## src/design/psll_pkg.sv

```systemverilog
// shared types and constants for the pooled singly linked list
`default_nettype none

package psll_pkg;

  // pool geometry and field widths
  localparam int POOL_SLOTS   = 16;
  localparam int ELEMENT_BITS = 32;
  localparam int SLOT_BITS    = $clog2(POOL_SLOTS);
  localparam int LINK_BITS    = $clog2(POOL_SLOTS + 1);
  localparam int COUNT_BITS   = 5;
  localparam int MODE_BITS    = 3;
  localparam int STATUS_BITS  = 3;

  localparam logic [LINK_BITS-1:0]  NULL_LINK = LINK_BITS'(POOL_SLOTS);
  localparam logic [COUNT_BITS-1:0] CAP_RESET = COUNT_BITS'(16);

  // operation codes
  localparam logic [MODE_BITS-1:0] MODE_PUSH   = 3'd0;
  localparam logic [MODE_BITS-1:0] MODE_POP    = 3'd1;
  localparam logic [MODE_BITS-1:0] MODE_INSERT = 3'd2;
  localparam logic [MODE_BITS-1:0] MODE_ERASE  = 3'd3;
  localparam logic [MODE_BITS-1:0] MODE_READ   = 3'd4;
  localparam logic [MODE_BITS-1:0] MODE_CLEAR  = 3'd5;

  // status codes
  localparam logic [STATUS_BITS-1:0] STAT_OK        = 3'd0;
  localparam logic [STATUS_BITS-1:0] STAT_FULL      = 3'd1;
  localparam logic [STATUS_BITS-1:0] STAT_EMPTY     = 3'd2;
  localparam logic [STATUS_BITS-1:0] STAT_NULL_ELEM = 3'd3;
  localparam logic [STATUS_BITS-1:0] STAT_NO_NEXT   = 3'd4;

  // request payload
  typedef struct packed {
    logic [MODE_BITS-1:0]    mode;
    logic                    node_given;
    logic [SLOT_BITS-1:0]    node_slot;
    logic [ELEMENT_BITS-1:0] element_value;
  } psll_in_t;

  // result payload
  typedef struct packed {
    logic [STATUS_BITS-1:0]  status;
    logic [SLOT_BITS-1:0]    result_slot;
    logic [ELEMENT_BITS-1:0] result_element;
    logic                    head_valid;
    logic [SLOT_BITS-1:0]    head_slot;
    logic [COUNT_BITS-1:0]   node_count;
  } psll_out_t;

  // controller to datapath step strobes
  typedef struct packed {
    logic accept;
    logic exec;
    logic link_rd;
    logic wr2;
    logic walk_rd;
    logic walk_wr;
    logic load_out;
  } psll_cmd_t;

  // datapath to controller flow decisions
  typedef struct packed {
    logic to_link_rd;
    logic to_wr2;
    logic to_walk;
    logic walk_more;
  } psll_flow_t;

endpackage

`default_nettype wire

```

## src/design/psll_ctrl.sv

```systemverilog
// sequencing state machine and handshake control for the list core
`default_nettype none

module psll_ctrl (
  input  logic                   clk,
  input  logic                   rst,
  input  logic                   in_valid,
  output logic                   in_ready,
  output logic                   out_valid,
  input  logic                   out_ready,
  input  psll_pkg::psll_flow_t   flow,
  output psll_pkg::psll_cmd_t    cmd
);
  import psll_pkg::*;

  typedef enum logic [6:0] {
    S_IDLE    = 7'b0000001,
    S_EXEC    = 7'b0000010,
    S_LINK_RD = 7'b0000100,
    S_WR2     = 7'b0001000,
    S_WALK_WR = 7'b0010000,
    S_WALK_RD = 7'b0100000,
    S_DONE    = 7'b1000000
  } state_t;

  state_t state, state_next;
  logic   out_free;

  // output slot can take a result this cycle
  assign out_free = !out_valid || out_ready;

  // handshake and step strobes
  assign in_ready     = (state == S_IDLE) || ((state == S_DONE) && out_free);
  assign cmd.accept   = in_valid && in_ready;
  assign cmd.exec     = (state == S_EXEC);
  assign cmd.link_rd  = (state == S_LINK_RD);
  assign cmd.wr2      = (state == S_WR2);
  assign cmd.walk_rd  = (state == S_WALK_RD);
  assign cmd.walk_wr  = (state == S_WALK_WR);
  assign cmd.load_out = (state == S_DONE) && out_free;

  // next state
  always_comb begin
    state_next = state;
    case (state)
      S_IDLE: begin
        if (cmd.accept) state_next = S_EXEC;
      end
      S_EXEC: begin
        if (flow.to_link_rd)  state_next = S_LINK_RD;
        else if (flow.to_wr2) state_next = S_WR2;
        else if (flow.to_walk) state_next = S_WALK_WR;
        else                  state_next = S_DONE;
      end
      S_LINK_RD: state_next = S_WR2;
      S_WR2:     state_next = S_DONE;
      S_WALK_WR: begin
        state_next = flow.walk_more ? S_WALK_RD : S_DONE;
      end
      S_WALK_RD: state_next = S_WALK_WR;
      S_DONE: begin
        if (out_free) state_next = cmd.accept ? S_EXEC : S_IDLE;
      end
      default: state_next = S_IDLE;
    endcase
  end

  // state register
  always_ff @(posedge clk) begin
    if (rst) begin
      state <= S_IDLE;
    end else begin
      state <= state_next;
    end
  end

  // output valid flag
  always_ff @(posedge clk) begin
    if (rst) begin
      out_valid <= 1'b0;
    end else if (cmd.load_out) begin
      out_valid <= 1'b1;
    end else if (out_ready) begin
      out_valid <= 1'b0;
    end
  end

  // a loaded result shows up next cycle
  a_load_shows: assert property (@(posedge clk) disable iff (rst)
    cmd.load_out |=> out_valid)
    else $error("result load did not raise out_valid");

  // an accepted request always starts execution next
  a_accept_exec: assert property (@(posedge clk) disable iff (rst)
    cmd.accept |=> (state == S_EXEC))
    else $error("accepted request did not enter execution");

  // dependent link read is always followed by the second write
  a_link_then_wr2: assert property (@(posedge clk) disable iff (rst)
    (state == S_LINK_RD) |=> (state == S_WR2))
    else $error("link read step not followed by second write");

  // walk read alternates with walk write
  a_walk_alt: assert property (@(posedge clk) disable iff (rst)
    (state == S_WALK_RD) |=> (state == S_WALK_WR))
    else $error("walk read step not followed by walk write");

endmodule

`default_nettype wire

```

## src/design/psll_datapath.sv

```systemverilog
// link and element memories, list registers and result register
`default_nettype none

module psll_datapath (
  input  logic                              clk,
  input  logic                              rst,
  input  psll_pkg::psll_cmd_t               cmd,
  output psll_pkg::psll_flow_t              flow,
  input  psll_pkg::psll_in_t                in_data,
  input  logic                              cfg_we,
  input  logic [psll_pkg::COUNT_BITS-1:0]   cfg_data,
  output psll_pkg::psll_out_t               out_data
);
  import psll_pkg::*;

  // memories
  logic [LINK_BITS-1:0]    link_mem [POOL_SLOTS];
  logic [ELEMENT_BITS-1:0] elem_mem [POOL_SLOTS];
  logic [POOL_SLOTS-1:0]   link_vld;

  // list state
  logic [LINK_BITS-1:0]  list_head, free_head, cur;
  logic [COUNT_BITS-1:0] list_count, capacity, walk_n;
  psll_in_t              req;

  // registered read ports
  logic [LINK_BITS-1:0]    link_a_raw, link_b_raw, link_a, link_b;
  logic                    link_a_hit, link_b_hit;
  logic [SLOT_BITS-1:0]    link_a_addr, link_b_addr;
  logic [ELEMENT_BITS-1:0] elem_rd;

  // pending second link write
  logic [SLOT_BITS-1:0] pw_addr;
  logic [LINK_BITS-1:0] pw_data;
  logic                 pw_free;

  // result fields held until the output register loads
  logic [STATUS_BITS-1:0]  res_status;
  logic [SLOT_BITS-1:0]    res_slot;
  logic [ELEMENT_BITS-1:0] res_elem;

  // decode
  logic head_null, free_null, cnt_zero, full, elem_zero, t_null;
  logic do_push, do_pop, do_ins, do_era, do_read, do_clear, era_go;
  logic [STATUS_BITS-1:0] stat;

  // port controls
  logic                    rd_a_en;
  logic [SLOT_BITS-1:0]    rd_a_addr, elem_rd_addr;
  logic                    wr_en, elem_we;
  logic [SLOT_BITS-1:0]    wr_addr;
  logic [LINK_BITS-1:0]    wr_data;

  // unwritten links read as their reset chain value
  assign link_a = link_a_hit ? link_a_raw : LINK_BITS'(link_a_addr) + LINK_BITS'(1);
  assign link_b = link_b_hit ? link_b_raw : LINK_BITS'(link_b_addr) + LINK_BITS'(1);

  // list conditions
  assign head_null = (list_head == NULL_LINK);
  assign free_null = (free_head == NULL_LINK);
  assign cnt_zero  = (list_count == '0);
  assign full      = (list_count >= capacity) || free_null;
  assign elem_zero = (req.element_value == '0);
  assign t_null    = (link_a == NULL_LINK);
  assign era_go    = do_era && !t_null;

  // operation decode and status
  always_comb begin
    do_push  = 1'b0;
    do_pop   = 1'b0;
    do_ins   = 1'b0;
    do_era   = 1'b0;
    do_read  = 1'b0;
    do_clear = 1'b0;
    stat     = STAT_OK;
    case (req.mode)
      MODE_PUSH: begin
        if (full) stat = STAT_FULL;
        else      do_push = 1'b1;
      end
      MODE_POP: begin
        if (cnt_zero || head_null) stat = STAT_EMPTY;
        else                       do_pop = 1'b1;
      end
      MODE_INSERT: begin
        if (elem_zero)            stat = STAT_NULL_ELEM;
        else if (full)            stat = STAT_FULL;
        else if (!req.node_given) do_push = 1'b1;
        else                      do_ins = 1'b1;
      end
      MODE_ERASE: begin
        if (cnt_zero)             stat = STAT_EMPTY;
        else if (req.node_given)  do_era = 1'b1;
        else if (head_null)       stat = STAT_EMPTY;
        else                      do_pop = 1'b1;
      end
      MODE_READ: begin
        if (!req.node_given || cnt_zero) stat = STAT_EMPTY;
        else                             do_read = 1'b1;
      end
      MODE_CLEAR: do_clear = 1'b1;
      default: stat = STAT_OK;
    endcase
  end

  // flow back to the controller
  assign flow.to_link_rd = era_go;
  assign flow.to_wr2     = do_ins;
  assign flow.to_walk    = do_clear;
  assign flow.walk_more  = (cur != NULL_LINK) && (walk_n < list_count);

  // link read port a address select
  always_comb begin
    rd_a_en   = 1'b0;
    rd_a_addr = list_head[SLOT_BITS-1:0];
    if (cmd.accept) begin
      rd_a_en = 1'b1;
      case (in_data.mode)
        MODE_PUSH, MODE_INSERT: rd_a_addr = free_head[SLOT_BITS-1:0];
        MODE_ERASE: begin
          rd_a_addr = in_data.node_given ? in_data.node_slot : list_head[SLOT_BITS-1:0];
        end
        default: rd_a_addr = list_head[SLOT_BITS-1:0];
      endcase
    end else if (cmd.exec && era_go) begin
      rd_a_en   = 1'b1;
      rd_a_addr = link_a[SLOT_BITS-1:0];
    end else if (cmd.walk_rd) begin
      rd_a_en   = 1'b1;
      rd_a_addr = cur[SLOT_BITS-1:0];
    end
  end

  assign elem_rd_addr = (in_data.mode == MODE_READ) ? in_data.node_slot
                                                    : list_head[SLOT_BITS-1:0];

  // single link write port select
  always_comb begin
    wr_en   = 1'b0;
    elem_we = 1'b0;
    wr_addr = pw_addr;
    wr_data = pw_data;
    if (cmd.exec) begin
      if (do_push) begin
        wr_en   = 1'b1;
        elem_we = 1'b1;
        wr_addr = free_head[SLOT_BITS-1:0];
        wr_data = list_head;
      end else if (do_pop) begin
        wr_en   = 1'b1;
        wr_addr = list_head[SLOT_BITS-1:0];
        wr_data = free_head;
      end else if (do_ins) begin
        wr_en   = 1'b1;
        elem_we = 1'b1;
        wr_addr = free_head[SLOT_BITS-1:0];
        wr_data = link_b;
      end
    end else if (cmd.link_rd) begin
      wr_en   = 1'b1;
      wr_addr = req.node_slot;
      wr_data = link_a;
    end else if (cmd.wr2) begin
      wr_en   = 1'b1;
      wr_addr = pw_addr;
      wr_data = pw_free ? free_head : pw_data;
    end else if (cmd.walk_wr && flow.walk_more) begin
      wr_en   = 1'b1;
      wr_addr = cur[SLOT_BITS-1:0];
      wr_data = free_head;
    end
  end

  // link memory: one write, two registered reads
  always_ff @(posedge clk) begin
    if (wr_en) link_mem[wr_addr] <= wr_data;
    if (rd_a_en) begin
      link_a_raw  <= link_mem[rd_a_addr];
      link_a_hit  <= link_vld[rd_a_addr];
      link_a_addr <= rd_a_addr;
    end
    if (cmd.accept) begin
      link_b_raw  <= link_mem[in_data.node_slot];
      link_b_hit  <= link_vld[in_data.node_slot];
      link_b_addr <= in_data.node_slot;
    end
  end

  // written flags for the link memory
  always_ff @(posedge clk) begin
    if (rst) begin
      link_vld <= '0;
    end else if (wr_en) begin
      link_vld[wr_addr] <= 1'b1;
    end
  end

  // element memory
  always_ff @(posedge clk) begin
    if (elem_we) elem_mem[free_head[SLOT_BITS-1:0]] <= req.element_value;
    if (cmd.accept) elem_rd <= elem_mem[elem_rd_addr];
  end

  // capacity register
  always_ff @(posedge clk) begin
    if (rst) begin
      capacity <= CAP_RESET;
    end else if (cfg_we) begin
      capacity <= cfg_data;
    end
  end

  // head, free head and count
  always_ff @(posedge clk) begin
    if (rst) begin
      list_head  <= NULL_LINK;
      free_head  <= '0;
      list_count <= '0;
    end else if (cmd.exec) begin
      if (do_push) begin
        list_head  <= free_head;
        free_head  <= link_a;
        list_count <= list_count + COUNT_BITS'(1);
      end else if (do_pop) begin
        list_head  <= link_a;
        free_head  <= list_head;
        list_count <= list_count - COUNT_BITS'(1);
      end else if (do_ins) begin
        free_head  <= link_a;
        list_count <= list_count + COUNT_BITS'(1);
      end
    end else if (cmd.link_rd) begin
      list_count <= list_count - COUNT_BITS'(1);
    end else if (cmd.wr2) begin
      if (pw_free) free_head <= LINK_BITS'(pw_addr);
    end else if (cmd.walk_wr) begin
      if (flow.walk_more) begin
        free_head <= cur;
      end else begin
        list_head  <= NULL_LINK;
        list_count <= '0;
      end
    end
  end

  // request, pending write, walk cursor and result fields
  always_ff @(posedge clk) begin
    if (cmd.accept) req <= in_data;
    if (cmd.exec) begin
      res_status <= (do_era && t_null) ? STAT_NO_NEXT : stat;
      res_slot   <= (do_push || do_ins) ? free_head[SLOT_BITS-1:0] : '0;
      res_elem   <= (do_read || (do_pop && (req.mode == MODE_POP))) ? elem_rd : '0;
      if (do_ins) begin
        pw_addr <= req.node_slot;
        pw_data <= free_head;
        pw_free <= 1'b0;
      end else begin
        pw_addr <= link_a[SLOT_BITS-1:0];
        pw_data <= link_a;
        pw_free <= 1'b1;
      end
      cur    <= list_head;
      walk_n <= '0;
    end else if (cmd.walk_wr && flow.walk_more) begin
      cur    <= link_a;
      walk_n <= walk_n + COUNT_BITS'(1);
    end
  end

  // output register
  always_ff @(posedge clk) begin
    if (cmd.load_out) begin
      out_data.status         <= res_status;
      out_data.result_slot    <= res_slot;
      out_data.result_element <= res_elem;
      out_data.head_valid     <= !head_null;
      out_data.head_slot      <= head_null ? '0 : list_head[SLOT_BITS-1:0];
      out_data.node_count     <= list_count;
    end
  end

  // memory writes never overlap a request accept
  a_no_wr_on_accept: assert property (@(posedge clk) disable iff (rst)
    wr_en |-> !cmd.accept)
    else $error("link write coincides with request accept");

  // a push makes the old free head the new list head
  a_push_head: assert property (@(posedge clk) disable iff (rst)
    (cmd.exec && do_push) |=> (list_head == $past(free_head)))
    else $error("push did not move free head to list head");

  // the end of a clear walk leaves an empty list
  a_clear_empty: assert property (@(posedge clk) disable iff (rst)
    (cmd.walk_wr && !flow.walk_more) |=> (list_count == '0) && (list_head == NULL_LINK))
    else $error("clear walk did not empty the list");

  // reported head matches the list state it was loaded from
  a_head_report: assert property (@(posedge clk) disable iff (rst)
    cmd.load_out |=> (out_data.head_valid == (list_head != NULL_LINK)))
    else $error("reported head valid does not match list head");

endmodule

`default_nettype wire

```

## src/design/pooled_singly_linked_list_core.sv

```systemverilog
// top level of the pooled singly linked list core
//
//   channel  direction  handshake             payload
//   in       request    in_valid / in_ready   in_data   (psll_in_t)
//   out      result     out_valid / out_ready out_data  (psll_out_t)
//   cfg      write      cfg_we                cfg_data  (capacity)
//
// each request runs an execute step and a done step; a successful insert after
// a node adds a second write, a successful erase after a node a link read and
// a second write, clear a walk write plus read per node freed (single write port).
// reset is synchronous; link written flags clear with it.
// a new request is taken while the previous result waits in the output register;
// a stalled output holds the core only when the next result is ready to load.
`default_nettype none

module pooled_singly_linked_list_core (
  input  logic                              clk,
  input  logic                              rst,
  input  logic                              in_valid,
  output logic                              in_ready,
  input  psll_pkg::psll_in_t                in_data,
  output logic                              out_valid,
  input  logic                              out_ready,
  output psll_pkg::psll_out_t               out_data,
  input  logic                              cfg_we,
  input  logic [psll_pkg::COUNT_BITS-1:0]   cfg_data
);
  import psll_pkg::*;

  psll_cmd_t  cmd;
  psll_flow_t flow;

  // sequencing and handshakes
  psll_ctrl u_ctrl (
    .clk       (clk),
    .rst       (rst),
    .in_valid  (in_valid),
    .in_ready  (in_ready),
    .out_valid (out_valid),
    .out_ready (out_ready),
    .flow      (flow),
    .cmd       (cmd)
  );

  // memories and list state
  psll_datapath u_datapath (
    .clk      (clk),
    .rst      (rst),
    .cmd      (cmd),
    .flow     (flow),
    .in_data  (in_data),
    .cfg_we   (cfg_we),
    .cfg_data (cfg_data),
    .out_data (out_data)
  );

endmodule

`default_nettype wire
```

## config.mk

```make
export PLATFORM = sky130hd
export DESIGN_NAME = pooled_singly_linked_list_core
export DESIGN_NICKNAME = d
export VERILOG_FILES = /design/src/design/psll_pkg.sv /design/src/design/psll_ctrl.sv /design/src/design/psll_datapath.sv /design/src/design/pooled_singly_linked_list_core.sv
export SDC_FILE = /design/constraint.sdc
export NUM_CORES = 1
export LEC_CHECK = 0
export ABC_CLOCK_PERIOD_IN_PS = 6700
export BUFFER_PORTS_ARGS = -buffer_cell sky130_fd_sc_hd__buf_2
export CORE_ASPECT_RATIO = 1.4
export CORE_UTILIZATION = 28
export CTS_BUF_LIST = sky130_fd_sc_hd__clkbuf_8
export DETAILED_ROUTE_END_ITERATION = 8
export GPL_ROUTABILITY_DRIVEN = 0
export HOLD_SLACK_MARGIN = 0.12
export PLACE_DENSITY_LB_ADDON = 0.05
export SYNTH_ARGS = -nofsm -noshare
export SYNTH_HDL_FRONTEND = slang
export SYNTH_SLANG_ARGS = --single-unit
```

## constraint.sdc

```tcl
create_clock -name clk -period 6.7 [get_ports clk]
set_input_delay 1.34 -clock clk [delete_from_list [all_inputs] [get_ports clk]]
set_output_delay 1.34 -clock clk [all_outputs]
set_load 0.01 [all_outputs]
```

-- Yosys cells after proc, flatten, opt, wreduce, memory -nomap -nowiden
Memories as Yosys holds them, arrays and structs flattened. A register that Yosys moved wholly into a read port is not among the register bits.
Cells that the tools add are included.
- add/subtract/negate cells: 5
- magnitude comparators: 6
- equality and inequality tests: 29
- muxes and demuxes: 112
- bitwise logic cells: 1
- reduce and logical (&&, ||, !) cells: 35
- operators by type and width (operator ; number):
    two-way mux 5 bit ; 37
    two-way mux 4 bit ; 13
    case mux 7 bit (7 select lines) ; 1
    two-way mux 7 bit ; 6
    two-way mux 1 bit ; 41
    zero test 32 bit ; 1
    bitwise OR 16 bit ; 1
    equality test 5 bit (second input constant) ; 3
    < comparator 4 x 5 -> 1 bit (second input constant) ; 3
    case mux 3 bit (5 select lines) ; 1
    equality test 3 x 2 -> 1 bit (second input constant) ; 4
    adder 4 x 1 -> 5 bit (second input constant) ; 2
    adder 5 x 1 -> 5 bit (second input constant) ; 2
    inequality test 2 x 1 -> 1 bit (second input constant) ; 5
    AND reduction 5 bit ; 2
    equality test 3 bit (second input constant) ; 3
    logical AND 1 bit ; 9
    two-way mux 3 bit ; 3
    nonzero test 3 bit ; 3
    binary-select mux 1 bit (select 4 bit) ; 2
    two-way mux 2 bit ; 4
    case mux 4 bit (2 select lines) ; 1
    equality test 7 x 1 -> 1 bit (second input constant) ; 1
    equality test 7 x 2 -> 1 bit (second input constant) ; 1
    other kinds (25) ; 39
- register bits after elaboration: 198
- bits in writable memories: 592
- bits of input ports: 50
- output and inout port bits: 51
- memories: 2
- memory list (name ; depth ; width ; read ports ; clocked after Yosys merged registers in ; write ports ; line ; source):
    u_datapath.elem_mem ; 16 ; 32 ; 1 ; 1 ; 1 ; psll_datapath.sv:18 ; logic [ELEMENT_BITS-1:0] elem_mem [POOL_SLOTS];
    u_datapath.link_mem ; 16 ; 5 ; 2 ; 2 ; 1 ; psll_datapath.sv:17 ; logic [LINK_BITS-1:0] link_mem [POOL_SLOTS];

-- Depth between registers and ports, before layout
- depth in word-level cells: 14
- gate-level depth with buffers: 13
- gate-level depth less buffers: 11

-- Cells and area by module
A second synthesis with hierarchy kept.
- cells, all modules: 2483
- area total of the unflattened synthesis: 34461.8 um^2
- modules (own cells, without submodules) (module ; instances ; cells an instance ; area an instance (um^2) ; sequential area each (um^2)):
    psll_datapath ; 1 ; 2421 ; 33950.1 ; 24333.3
    psll_ctrl ; 1 ; 62 ; 511.7 ; 160.2

-- Worst setup path after synthesis
OpenSTA, ideal clock, no wires.
- path kind: flip-flop to flip-flop
- start point: reg u_datapath.list_count[0]
- end point: mem u_datapath.elem_mem[0][0] (enable)
- setup time: 0.461 ns
- arrival time: 4.612 ns
- data required time: 6.239 ns
- path slack: 1.627 ns
- stages on the path, launching flop included: 9
- buffers on the path: 0
- cell sequence: dfxtp_1 inv_1 ha_1 nand2b_1 a2111oi_2 o311ai_2 or2_1 or4_1 nor3_1
- longest elaborated chain between the ends: 11
- ends and longest elaborated chain (what ; line ; source):
    start, declared ; psll_datapath.sv:23 ; logic [COUNT_BITS-1:0] list_count, capacity, walk_n;
    start signal, assigned ; psll_datapath.sv:223 ; list_count <= list_count + COUNT_BITS'(1);
    start signal, assigned ; psll_datapath.sv:227 ; list_count <= list_count - COUNT_BITS'(1);
    start signal, assigned ; psll_datapath.sv:230 ; list_count <= list_count + COUNT_BITS'(1);
    >= comparator 5 bit ; psll_datapath.sv:62 ; assign full = (list_count >= capacity) || free_null;
    logical OR 1 bit ; psll_datapath.sv:62 ;
    two-way mux 1 bit ; psll_datapath.sv:87 ; else if (full) stat = STAT_FULL;
    two-way mux 1 bit ; psll_datapath.sv:86 ; if (elem_zero) stat = STAT_NULL_ELEM;
    two-way mux 1 bit ; psll_datapath.sv:76 ; case (req.mode)
    two-way mux 1 bit ; psll_datapath.sv:153 ; end else if (do_ins) begin
    two-way mux 1 bit ; psll_datapath.sv:149 ; end else if (do_pop) begin
    two-way mux 1 bit (*) ; psll_datapath.sv:144 ; if (do_push) begin
    two-way mux 1 bit (*) ; psll_datapath.sv:143 ; if (cmd.exec) begin
    two-way mux 1 bit (*) ; psll_datapath.sv:200 ; if (elem_we) elem_mem[free_head[SLOT_BITS-1:0]] <= req.element_value;
    two-way mux 1 bit (implied by the code) (*) ; psll_datapath.sv:200 ;
    end, declared ; psll_datapath.sv:18 ;
Every way passes the cells marked *; elsewhere a longest branch is shown, timed or not.

-- Worst setup path in the final report
- start point: reg u_datapath.req[17] in the netlist's numbering
- end point: mem u_datapath.link_mem[12][1] in the netlist's numbering (enable)
- longest elaborated chain between the ends: 9
- ends and longest elaborated chain (what ; line ; source):
    start, declared ; psll_datapath.sv:24 ; psll_in_t req;
    start signal, assigned ; psll_datapath.sv:248 ; if (cmd.accept) req <= in_data;
    zero test 32 bit (*) ; psll_datapath.sv:63 ; assign elem_zero = (req.element_value == '0);
    two-way mux 1 bit ; psll_datapath.sv:86 ;
    two-way mux 1 bit ; psll_datapath.sv:76 ;
    two-way mux 1 bit ; psll_datapath.sv:153 ;
    two-way mux 1 bit ; psll_datapath.sv:149 ;
    two-way mux 1 bit ; psll_datapath.sv:144 ;
    two-way mux 1 bit ; psll_datapath.sv:143 ;
    two-way mux 1 bit ; psll_datapath.sv:176 ; if (wr_en) link_mem[wr_addr] <= wr_data;
    two-way mux 1 bit (implied by the code) ; psll_datapath.sv:176 ;
    end, declared ; psll_datapath.sv:17 ;
Marks and branches as above.

==> summary.md <==
| Metric | Value |
|---|---|
| Final min period | 5.51 ns |
| Slack of the critical path | 1.19 ns |
| H-tree depth | 4 |
| Num Clock Sinks | 832 |
| Largest net degree at the start of global routing | 114 |
| Unrepaired setup endpoints after global routing | no |
| Final setup fails | 0 |
| First-pass GRT wire length | 160000 µm |
| Slew @ Worst Pin | 1.14 ns |
| Resized Gates After CTS | 0 |
| WL met2 | 58400 µm |
| Top post-synthesis cells by area | edfxtp_1 (68%), nand2_1 (3.8%), a211oi_1 (3.6%), and2_1 (3.0%), dfxtp_1 (2.8%) |
| Syn-to-layout area delta | 14.9% |
| Nature of the critical path endpoint | flip-flop |
| Syn_nets | 2502 |
| Tcrit/Tclk final | 0.822 |
| Drt drc | 0 |
| Cell Area, Synth | 34500 µm² |
| Yosys cell types | 96 |
| Critical path data required time | 7.15 ns |
| WS Path Type | flip-flop to flip-flop |
| Placeable core area | 121000 µm² |
| Status | finished, final reports clean |
| Worst Path Max Fanout | 17 |
| Initial core utilization | 0.284 |
| Clock transition at path regs | 0.06 ns |
| WL final | 111000 µm |
| M1 WL | 45500 µm |
| Total Routing Usage GR | 0.178 |
| CP Data Arrival Time | 5.96 ns |
| Reg area | 24500 µm² |
| VDD IR max | 0.000200 V |
| Grt ovf | 0 |
| Max-slew violations | 0 |
| Fill cells | 11986 |
| Drt via density | 4.98 |
| Die width | 298 µm |
| Register area share after synthesis | 0.711 |
| Clock Tree Buf Depth | 3 |
| Cells after synthesis | 2438 |
| Synth warn | 0 |
| PwrDens | 269 nW/µm² |
| Total number of vias | 21417 |
| TNS Setup | 0 ns |
| Layout Skew | 0.0400 ns |
| Number of global-route vias before repair | 22190 |
| DRT iter0 DRCs | 1316 |
| Die area | 124000 µm² |
| Routed length per instance | 25.8 µm |
| EDFF count, synth | 783 |
| Synthesized flop and latch total | 832 |
| Top_reg_cell synth | edfxtp_1 |
| Worst relative slew slack | 0.239 |
| TritonCTS clock tree | done |
| Final hold vios | 0 |
| Cell taking the most area after synthesis | edfxtp_1 |
| Clk root buf | clkbuf_8 |
| Hold Crit Class | flip-flop to flip-flop |
| Placement Setup Slack | 1.02 ns |
| CP Launch Type | flip-flop |
| Post-CTS Setup Bufs | 0 |
| Hold_buf cts | 0 |
| Most frequent cells in the layout | edfxtp_1 (783), nand2_1 (346), a211oi_1 (167), and2_1 (164), clkbuf_8 (150) |
| Footprint of the multi-input gates | 9300 µm² |
| Site row count | 151 |
| Total CTS buffers | 146 |
| DRT antenna net count | 0 |
| Syn avg cell area | 14.1 µm² |
| Top cell type's share of synthesized area | 0.682 |
| Routed length on met3 | 4060 µm |
| Layout cells sized above 1 | 0.167 |
| LEAKAGE | 12.9 nW |
| Most common cell after layout, fill and taps aside | edfxtp_1 |
| Drt pass-1 iters | 5 |
| Max-cap viol count | 0 |
| Peak Freq | 182 MHz |
| DR top layer | met4 |
| Die height | 417 µm |
| IO Port Bufs | 100 |
| Synth async-reset ratio | 0 |
| Initial antenna violation count | 3 |
| Clock Latency Late Sink | 0.84 ns |
| Net count, final | 2649 |
| Post-DP HPWL | 63500 µm |
| I/O pin total | 101 |
metal layers:
metal  vias to the layer above  global-route usage
met5                         -                   0
met3                       178              0.0295
met1                     10969               0.212
met2                       516               0.322
li1                       9754                   -
met4                         0              0.0605
logic make-up (layout without fill, tap and decap cells):
group	Yosys count	after routing	synth area share
simple gates	715	715	0.100
xor+xnor	10	10	0.00254
fa+ha+maj	14	14	0.00508
compound gates	576	576	0.121
flops	832	832	0.711
mux	83	83	0.0355
buf+inv	208	462	0.0250
other cells	0	1	0
critical path, cell delays in order, from the launching register on:
cell      delay [ns]
edfxtp_1        0.63
nor4_1          0.76
nand4_1         0.70
nor3_1          0.79
nor3_1          0.23
o32ai_1         0.54
o21ai_1         0.26
or2_1           0.38
nor3_1          0.80
layout make-up:
class	instances	area share
sequential	832	0.619
tap	1606	0.0508
timing repair buffer	171	0.0277
clock buffer	150	0.0521
antenna	1	0.0000632
multi-input combinational	1398	0.235
clock inverter	105	0.0123
inverter	36	0.00354
cell usage after synthesis, drive strengths merged (30+ instances only):
cell type,instances
a311oi,64
a21oi,131
edfxtp,783
a31oi,69
and2,166
buf,43
nor2,76
mux4,30
inv,35
nand2,348
mux2i,40
dfxtp,49
a211oi,167
clkbuf,129
o21ai,35
metrics by stage:
stage	power (W)	cell area (µm²)	cells	hold WS, ns	util
2_1_floorplan	0.00627	34500	2438	0.400	-
3_3_place_gp	0.00653	37000	4043	0.403	0.305
3_5_place_dp	0.00653	37000	4043	0.405	0.305
4_1_cts	0.0109	39600	4298	0.418	0.326
5_1_grt	0.0111	39600	4299	0.421	0.326
6_report	0.0107	39600	4299	0.417	0.326
registers in the layout, summed over array words and instances, names as in the netlist, 7 cells and up:
name	count
u_ctrl.state	7
u_datapath.elem_mem	512
u_datapath.elem_rd	32
u_datapath.link_mem	80
u_datapath.link_vld	16
u_datapath.out_data	49
u_datapath.req	40
u_datapath.res_elem	32
report_power, final:
group	internal, W	switching, W	total, W
clock network	0.00211	0.00215	0.00426
logic	0.000152	0.000351	0.000503
registers	0.00579	0.000108	0.00590
total	0.00806	0.00261	0.0107
path summary, 6_finish.rpt:
path	startpoint	endpoint	slack [ns]	depth (start not counted)
worst max-delay path	u_datapath.req[17]$_DFFE_PP_	u_datapath.link_mem[12][1]$_DFFE_PP_	1.19	8
worst min register to register	u_datapath.res_status[0]$_SDFFCE_PP0P_	u_datapath.out_data[46]$_DFFE_PP_	0.42	0
worst max register to register	u_datapath.req[17]$_DFFE_PP_	u_datapath.link_mem[12][1]$_DFFE_PP_	1.19	8
worst min-delay path	u_datapath.res_status[0]$_SDFFCE_PP0P_	u_datapath.out_data[46]$_DFFE_PP_	0.42	0
Note: power is estimated with default switching activity, not from simulation.
